<file path="src/hw/rtl/hex_line_draw_assert.svh">
// Assertion macros used by the hex line draw datapath.
`ifndef HEX_LINE_DRAW_ASSERT_SVH
`define HEX_LINE_DRAW_ASSERT_SVH

// Consequent holds in the same cycle as the antecedent.
`define HLD_ASSERT_SAME(lbl, ante, cons, msg) \
   lbl: assert property (@(posedge clock) disable iff (reset) (ante) |-> (cons)) \
      else $error(msg);

// Consequent holds in the cycle after the antecedent.
`define HLD_ASSERT_NEXT(lbl, ante, cons, msg) \
   lbl: assert property (@(posedge clock) disable iff (reset) (ante) |=> (cons)) \
      else $error(msg);

`endif

</file>
<file path="src/hw/rtl/hld_pkg.sv">
`default_nettype none

package hld_pkg;

   localparam int COORD_W      = 8;
   localparam int STEP_W       = 6;
   localparam int HLD_MAX_DIST = 63;

   // one request beat: line start and end in axial coordinates
   typedef struct packed {
      logic signed [COORD_W-1:0] start_q;
      logic signed [COORD_W-1:0] start_r;
      logic signed [COORD_W-1:0] target_q;
      logic signed [COORD_W-1:0] target_r;
   } hld_req_type;

   // one response beat: a cell of the line
   typedef struct packed {
      logic signed [COORD_W-1:0] cell_q;
      logic signed [COORD_W-1:0] cell_r;
      logic [STEP_W-1:0]         step_index;
      logic                      last_cell;
      logic                      too_far;
   } hld_rsp_type;

   // controller to datapath
   typedef struct packed {
      logic load;
      logic init;
      logic emit;
   } hld_cmd_type;

   // datapath to controller
   typedef struct packed {
      logic last;
   } hld_status_type;

endpackage

`default_nettype wire

</file>
<file path="src/hw/rtl/hex_line_draw.sv">
`default_nettype none

// Hex line draw: walks the cells of the line between two axial hexes.
// Request: drive req_data and raise start; the beat is taken at an edge where
// start is high and busy is low. busy stays high until the last cell of the
// line has been produced.
// Response: each cell shows on rsp_data for one cycle with rsp_valid high;
// the receiver cannot stall, so every beat must be taken when it appears.
// Cells come in order from the start (step 0) to the target (step d), the
// last one marked by last_cell. A distance above MAX_DIST gives one beat with
// too_far and last_cell set and the cell fields zero.
// The request is captured into the end-point registers, the distance state
// computes the hex distance and sets up the walk, then one cell leaves per
// cycle from the stepping datapath through the response register. A new
// request is not taken until the line (or the single too-far beat) has been
// emitted and the controller is back in idle.
// Reset clears the controller and the response strobe; nothing else needs it.
module hex_line_draw
   import hld_pkg::*;
#(
   parameter int MAX_DIST = HLD_MAX_DIST
) (
   input  logic        clock,
   input  logic        reset,
   input  logic        start,
   output logic        busy,
   input  hld_req_type req_data,
   output logic        rsp_valid,
   output hld_rsp_type rsp_data
);

   hld_cmd_type    cmd;
   hld_status_type status;

   hld_control u_control (
      .clock  (clock),
      .reset  (reset),
      .start  (start),
      .status (status),
      .cmd    (cmd),
      .busy   (busy)
   );

   hld_datapath #(
      .MAX_DIST (MAX_DIST)
   ) u_datapath (
      .clock     (clock),
      .reset     (reset),
      .req_data  (req_data),
      .cmd       (cmd),
      .status    (status),
      .rsp_valid (rsp_valid),
      .rsp_data  (rsp_data)
   );

endmodule

`default_nettype wire

</file>
<file path="src/hw/rtl/hld_datapath.sv">
`default_nettype none

`include "hex_line_draw_assert.svh"

module hld_datapath
   import hld_pkg::*;
#(
   parameter int MAX_DIST = HLD_MAX_DIST
) (
   input  logic           clock,
   input  logic           reset,
   input  hld_req_type    req_data,
   input  hld_cmd_type    cmd,
   output hld_status_type status,
   output logic           rsp_valid,
   output hld_rsp_type    rsp_data
);

   localparam int WIDE_W = 10;   // interpolated values, s spans -254 to +256
   localparam int DIST_W = 10;   // full distance, up to 510
   localparam int REM_W  = 6;    // remainder below a distance of at most 63
   localparam int SUM_W  = 11;

   typedef struct packed {
      logic signed [WIDE_W-1:0] value;
      logic [REM_W:0]           err;
   } round_type;

   typedef struct packed {
      logic signed [WIDE_W-1:0] quot;
      logic [REM_W-1:0]         rem;
   } frac_type;

   // round quot + rem/den half away from zero, with error scaled by den
   function automatic round_type round_frac(input logic signed [WIDE_W-1:0] quot,
                                            input logic [REM_W-1:0] rem,
                                            input logic [REM_W-1:0] den);
      logic [REM_W:0] twice;
      logic [REM_W:0] dist_x;
      round_type      res;
      twice  = {rem, 1'b0};
      dist_x = {1'b0, den};
      priority if (rem == '0 || twice < dist_x) begin
         res.value = quot;
         res.err   = {1'b0, rem};
      end else if (twice > dist_x || !quot[WIDE_W-1]) begin
         res.value = quot + WIDE_W'(1);
         res.err   = dist_x - {1'b0, rem};
      end else begin
         res.value = quot;
         res.err   = {1'b0, rem};
      end
      return res;
   endfunction

   // move one step along the line: add delta/den to quot + rem/den
   function automatic frac_type advance(input frac_type cur,
                                        input logic signed [WIDE_W-1:0] delta,
                                        input logic [REM_W-1:0] den);
      logic signed [SUM_W-1:0] sum;
      logic signed [SUM_W-1:0] dist_x;
      frac_type                res;
      dist_x = $signed({{(SUM_W-REM_W){1'b0}}, den});
      sum    = $signed({{(SUM_W-REM_W){1'b0}}, cur.rem})
             + $signed({delta[WIDE_W-1], delta});
      priority if (sum >= dist_x) begin
         res.quot = cur.quot + WIDE_W'(1);
         res.rem  = REM_W'(sum - dist_x);
      end else if (sum < 0) begin
         res.quot = cur.quot - WIDE_W'(1);
         res.rem  = REM_W'(sum + dist_x);
      end else begin
         res.quot = cur.quot;
         res.rem  = REM_W'(sum);
      end
      return res;
   endfunction

   logic signed [COORD_W-1:0] a_q_ff, a_r_ff, b_q_ff, b_r_ff;
   logic [DIST_W-1:0]         dist_ff;
   logic                      far_ff;
   logic signed [WIDE_W-1:0]  dq_ff, dr_ff, ds_ff;
   frac_type                  fq_ff, fr_ff, fs_ff;
   logic [STEP_W-1:0]         step_ff;
   logic                      rsp_valid_ff;
   hld_rsp_type               rsp_ff;

   logic signed [WIDE_W-1:0]  diff_q, diff_r, diff_s;
   logic [WIDE_W-1:0]         abs_q, abs_r, abs_s;
   logic [SUM_W-1:0]          abs_sum;
   logic [DIST_W-1:0]         dist_in;
   logic [REM_W-1:0]          dist_lo;
   round_type                 rnd_q, rnd_r, rnd_s;
   logic signed [WIDE_W-1:0]  cell_q, cell_r;
   logic                      last_in;
   hld_rsp_type               rsp_in;

   // hex distance from the captured end points
   always_comb begin
      diff_q  = WIDE_W'(b_q_ff) - WIDE_W'(a_q_ff);
      diff_r  = WIDE_W'(b_r_ff) - WIDE_W'(a_r_ff);
      diff_s  = -(diff_q + diff_r);
      abs_q   = diff_q[WIDE_W-1] ? WIDE_W'(-diff_q) : WIDE_W'(diff_q);
      abs_r   = diff_r[WIDE_W-1] ? WIDE_W'(-diff_r) : WIDE_W'(diff_r);
      abs_s   = diff_s[WIDE_W-1] ? WIDE_W'(-diff_s) : WIDE_W'(diff_s);
      abs_sum = SUM_W'(abs_q) + SUM_W'(abs_r) + SUM_W'(abs_s);
      dist_in = abs_sum[SUM_W-1:1];
   end

   // round the three components, rebuild the one with the largest error, form the beat
   always_comb begin
      dist_lo = dist_ff[REM_W-1:0];
      rnd_q   = round_frac(fq_ff.quot, fq_ff.rem, dist_lo);
      rnd_r   = round_frac(fr_ff.quot, fr_ff.rem, dist_lo);
      rnd_s   = round_frac(fs_ff.quot, fs_ff.rem, dist_lo);
      cell_q  = rnd_q.value;
      cell_r  = rnd_r.value;
      priority if (rnd_q.err > rnd_r.err && rnd_q.err > rnd_s.err) begin
         cell_q = -rnd_r.value - rnd_s.value;
      end else if (rnd_r.err > rnd_s.err) begin
         cell_r = -rnd_q.value - rnd_s.value;
      end else begin
         cell_q = rnd_q.value;
      end
      last_in = far_ff || ({{(DIST_W-STEP_W){1'b0}}, step_ff} == dist_ff);
      if (far_ff) begin
         rsp_in         = '0;
         rsp_in.too_far = 1'b1;
      end else begin
         rsp_in.cell_q     = cell_q[COORD_W-1:0];
         rsp_in.cell_r     = cell_r[COORD_W-1:0];
         rsp_in.step_index = step_ff;
         rsp_in.too_far    = 1'b0;
      end
      rsp_in.last_cell = 1'b1;
      if (!far_ff) begin
         rsp_in.last_cell = last_in;
      end
   end

   assign status.last = last_in;

   // capture request, set up the walk, step once per emitted beat
   always_ff @(posedge clock) begin
      if (cmd.load) begin
         a_q_ff <= req_data.start_q;
         a_r_ff <= req_data.start_r;
         b_q_ff <= req_data.target_q;
         b_r_ff <= req_data.target_r;
      end
      if (cmd.init) begin
         dist_ff    <= dist_in;
         far_ff     <= dist_in > DIST_W'(MAX_DIST);
         dq_ff      <= diff_q;
         dr_ff      <= diff_r;
         ds_ff      <= diff_s;
         fq_ff.quot <= WIDE_W'(a_q_ff);
         fr_ff.quot <= WIDE_W'(a_r_ff);
         fs_ff.quot <= -WIDE_W'(a_q_ff) - WIDE_W'(a_r_ff);
         fq_ff.rem  <= '0;
         fr_ff.rem  <= '0;
         fs_ff.rem  <= '0;
         step_ff    <= '0;
      end else if (cmd.emit) begin
         fq_ff   <= advance(fq_ff, dq_ff, dist_lo);
         fr_ff   <= advance(fr_ff, dr_ff, dist_lo);
         fs_ff   <= advance(fs_ff, ds_ff, dist_lo);
         step_ff <= step_ff + STEP_W'(1);
      end
      if (cmd.emit) begin
         rsp_ff <= rsp_in;
      end
   end

   // result valid, registered from the emit command
   always_ff @(posedge clock) begin
      if (reset) begin
         rsp_valid_ff <= 1'b0;
      end else begin
         rsp_valid_ff <= cmd.emit;
      end
   end

   assign rsp_valid = rsp_valid_ff;
   assign rsp_data  = rsp_ff;

   `HLD_ASSERT_NEXT(a_last_beat, cmd.emit && last_in, rsp_valid_ff && rsp_ff.last_cell, "last emit did not mark last beat")
   `HLD_ASSERT_SAME(a_far_zero, rsp_valid_ff && rsp_ff.too_far, rsp_ff.cell_q == '0 && rsp_ff.cell_r == '0 && rsp_ff.last_cell, "too-far beat not zero and last")
   `HLD_ASSERT_NEXT(a_step_seq, rsp_valid_ff && !rsp_ff.last_cell, rsp_valid_ff && rsp_ff.step_index == $past(rsp_ff.step_index) + STEP_W'(1), "step index gap inside a line")
   `HLD_ASSERT_SAME(a_rem_range, cmd.emit && !far_ff && dist_ff != '0, fq_ff.rem < dist_lo && fr_ff.rem < dist_lo && fs_ff.rem < dist_lo, "remainder not below distance")

endmodule

`default_nettype wire

</file>
<file path="src/hw/rtl/hld_control.sv">
`default_nettype none

module hld_control
   import hld_pkg::*;
(
   input  logic           clock,
   input  logic           reset,
   input  logic           start,
   input  hld_status_type status,
   output hld_cmd_type    cmd,
   output logic           busy
);

   typedef enum logic [1:0] {
      ST_IDLE,
      ST_DIST,
      ST_EMIT
   } state_type;

   state_type state_ff;
   state_type state_in;

   // next state
   always_comb begin
      state_in = state_ff;
      unique case (state_ff)
         ST_IDLE: begin
            if (start) begin
               state_in = ST_DIST;
            end
         end
         ST_DIST: begin
            state_in = ST_EMIT;
         end
         ST_EMIT: begin
            if (status.last) begin
               state_in = ST_IDLE;
            end
         end
         default: begin
            state_in = ST_IDLE;
         end
      endcase
   end

   // hold state
   always_ff @(posedge clock) begin
      if (reset) begin
         state_ff <= ST_IDLE;
      end else begin
         state_ff <= state_in;
      end
   end

   // decode commands
   assign cmd.load = start && (state_ff == ST_IDLE);
   assign cmd.init = (state_ff == ST_DIST);
   assign cmd.emit = (state_ff == ST_EMIT);
   assign busy     = (state_ff != ST_IDLE);

endmodule

`default_nettype wire
</file>
<file path="config.mk">
export PLATFORM = sky130hd
export DESIGN_NAME = hex_line_draw
export DESIGN_NICKNAME = d
export VERILOG_FILES = /design/src/hw/rtl/hld_pkg.sv /design/src/hw/rtl/hex_line_draw.sv /design/src/hw/rtl/hld_datapath.sv /design/src/hw/rtl/hld_control.sv
export VERILOG_INCLUDE_DIRS = /design/src /design/src/hw/rtl
export SDC_FILE = /design/constraint.sdc
export NUM_CORES = 1
export LEC_CHECK = 0
export ABC_AREA = 1
export BUFFER_PORTS_ARGS = -buffer_cell sky130_fd_sc_hd__buf_2
export CORE_AREA = 2 2 249 251
export CTS_BUF_LIST = sky130_fd_sc_hd__clkbuf_4 sky130_fd_sc_hd__clkbuf_8
export DETAILED_ROUTE_END_ITERATION = 10
export DIE_AREA = 0 0 251 253
export SLEW_MARGIN = 20
export SYNTH_ARGS = -nofsm -noshare
export SYNTH_HDL_FRONTEND = slang
export SYNTH_SLANG_ARGS = --single-unit
</file>
<file path="constraint.sdc">
create_clock -name clock -period 16.65 [get_ports clock]
set_input_delay 0.8325 -clock clock [delete_from_list [all_inputs] [get_ports clock]]
set_output_delay 0.8325 -clock clock [all_outputs]
set_load 0.01 [all_outputs]
</file>
==> qor.log <==
INFO  detailed_routing ratio_of_routed_vias_to_standard_cells=4.52
INFO  floorplanning  boundaryPins=61
INFO  place          post_dp_cell_area=16200squm
INFO  yosys          post_synth.cell_area_avg=7.74squm
INFO  setup_path     crit_required=16.90ns
INFO  timing         maxSlewHeadroom=0.384
INFO  detailed_routing detail_route.wirelength=40100um
INFO  clock_tree     clk_latency=0.51ns
INFO  place          port_buffers=60
INFO  yosys          syn-cell-area=15100squm
INFO  yosys          synth_cell_types=56
INFO  yosys          synth.largest_area_cell=edfxtp_1
INFO  timing         highest_clock_frequency_the_design_can_meet=0.163GHz
INFO  detailed_routing post-route-drc-count=0
INFO  setup_path     path_common_cell=nand2_1
INFO  setup_path     timing.critical_path.arrival=6.40ns
INFO  yosys          synth_cells=1947
INFO  grt            maximum_number_of_pins_on_one_net_before_global_route_repair=66
INFO  yosys          yosysMostFrequentCell=nand2_1
INFO  detailed_routing postRouteAntennaNets=0
INFO  timing         timing.final.ws_setup=10.50ns
INFO  grt            grt_first_pass_wirelength=63900um
INFO  clock_tree     clockBufferDepth=2
INFO  hold_path      holdCritPathClass=in2reg
INFO  setup_path     cp_max_fo=12
INFO  yosys          ys_seq_elements=152
INFO  detailed_routing dr_total_vias=12.6k
INFO  setup_path     crit_path_max_incr_delay=0.52ns
INFO  grt            globalRoute.totalOverflow=0
INFO  timing         finalWorstPathRequiredPeriod=6.15ns
INFO  clock_tree     cts.reportedPaths.clkPinSlew=0.09ns
INFO  layout         net_total_in_the_final_layout=2254
INFO  layout         synthToLayoutAreaGrowth=9.81%
INFO  setup_path     cp-start-kind=flop
INFO  yosys          synth_edf_count=125
INFO  timing         final_hold_viol_count=0
INFO  floorplanning  die_w=251um
INFO  place          place.gp.congestion=0.889
INFO  layout         stdcell_count=2795
INFO  floorplanning  dieHeight=253um
INFO  layout         final_layout_size_suffix_gt1_frac=0.0683
INFO  timing         final.period_utilization=0.369
INFO  clock_tree     cts_num_sinks=152
INFO  setup_path     critPathSlowestCell=fa_1
INFO  timing         setup_viol=0
INFO  detailed_routing drt_pre_antenna_iters=5
INFO  clock_tree     cts.root.buffer_cell=clkbuf_8
INFO  clock_tree     htree_num_levels=4
INFO  timing         tns=0ns
INFO  clock_tree     tritoncts=yes
INFO  layout         antenna_cells_inserted=0
INFO  setup_path     end_kind=flop
INFO  layout         final_area=16500squm
INFO  yosys          yosys_warnings=0
INFO  timing         worstMarginPinSlew=0.923ns
INFO  yosys          synth_largest_type_area_fraction=0.249
INFO  status         run_status=finished clean
INFO  timing         grt_setup_unrepaired=false
INFO  floorplanning  core-area=61000squm
INFO  floorplanning  rows=91
INFO  detailed_routing dr.first_iter.drc_count=807
INFO  clock_tree     post-cts-setup-buffer-count=0
INFO  setup_path     criticalPathCategory=reg2reg
INFO  detailed_routing avgRoutedWirePerCell=14.4um
INFO  grt            first_global_vias=11.9k
INFO  yosys          synth.yosys.seq_area_share=0.285
INFO  grt            grt_antenna_before_repair=0
INFO  grt            grt_use_total=0.128
INFO  yosys          dominantRegCellSynth=edfxtp_1
INFO  yosys          synthTopCellsByArea=edfxtp_1 (25%), ha_1 (17%), nand2_1 (9.4%)
INFO  timing         maxSlewViolCount=0
INFO  clock_tree     cts-resized-gates=0
INFO  place          placed_cells=2763
INFO  clock_tree     numCtsBuffers=17
INFO  floorplanning  fp.dieArea=63500squm
INFO  flow_run       max-cap-violations=0
INFO  place          dp_hpwl=32200um
INFO  yosys          most_common_library_cells_after_synthesis=nand2_1 (378), inv_1 (329), ha_1 (199)
INFO  yosys          async_reset_ff_frac=0
INFO  place          dp_slack=10.55ns
INFO  floorplanning  initial_core_util=0.247
INFO  clock_tree     cts_hold_buffers=0
INFO  timing         finClkSkew=0.0209ns
-- worst paths after layout --
| kind | startpoint | end | slack, ns | depth (start not counted) |
|---|---|---|---|---|
| setup / recovery | u_datapath.b_r_ff[0] | u_datapath.far_ff | 10.50 | 32 |
| hold / removal | reset | u_datapath.rsp_valid | 0.50 | 2 |
| setup reg to reg | u_datapath.b_r_ff[0] | u_datapath.far_ff | 10.50 | 32 |
| hold reg to reg | u_datapath.step_ff[0] | u_datapath.step_ff[0] | 0.54 | 2 |
-- metal layers --
| layer | track usage | vias to the layer above | routed length (um) |
|---|---|---|---|
| met5 | 0 | - | 0 |
| met2 | 0.198 | 281 | 17200 |
| met4 | 0.0497 | 0 | 1270 |
| met1 | 0.180 | 5739 | 19700 |
| li1 | - | 6551 | - |
| met3 | 0.0180 | 63 | 1960 |
-- cells in the final DEF, fill, tap and decap left out, drive strengths merged, types with 27 or more instances in the layout --
cell type  instances
dfxtp             27
buf               68
nor2             132
edfxtp           125
o21ai            110
nand3            142
xor2             106
nand4             32
a21oi            137
fa                28
ha               199
nand2            386
inv              340
-- kinds of logic (layout without fill, tap and decap cells) --
group	Yosys count	after routing	synth area share
adders and majority gates	227	227	0.203
and+or+nand+nor	736	736	0.212
other	1	2	0.000249
xor gates and xnor gates	132	132	0.0778
buffers and inverters	375	432	0.0979
muxes	2	2	0.00141
AOI/OAI and AO/OA	322	322	0.123
DFF	152	152	0.285
-- through the flow --
stage | util | hold WS, ns
floorplan | - | 0.424
global placement | 0.265 | 0.524
detailed placement | 0.265 | 0.528
CTS | 0.271 | 0.448
global route | 0.271 | 0.458
finish | 0.271 | 0.495
-- sequential cells by signal, summed over array words and instances, names as in the netlist --
register and cells:
u_control.state_ff 2, u_datapath.rsp_valid 1, u_datapath.dist_ff 10, u_datapath.a_q_ff 8, u_datapath.ds_ff 10, u_datapath.fr_ff 16
u_datapath.far_ff 1, u_datapath.dq_ff 9, u_datapath.dr_ff 9, u_datapath.rsp_data 24, u_datapath.b_r_ff 8, u_datapath.a_r_ff 8
u_datapath.step_ff 6, u_datapath.b_q_ff 8, u_datapath.fs_ff 16, u_datapath.fq_ff 16
-- worst max-delay path, delay by kind of cell, from the launching register on --
family          cells  cell delay (ns)
compound gates      8             1.31
xor+xnor            4             0.98
buf+inv             5             0.30
flops               1             0.36
fa+ha+maj           5             1.76
simple gates       10             1.19
-- layout make-up --
type / count / area, sq um
clock buffer: 17 / 234
timing repair buffer: 68 / 360
multi-input combinational: 1421 / 9300
inverter: 332 / 1250
clock inverter: 15 / 111
fill: 6628 / 44500
sequential: 152 / 4290
tap: 790 / 988
Power is not shown: default switching activity piles up to over one toggle a cycle in this logic, so the estimate is an artifact.
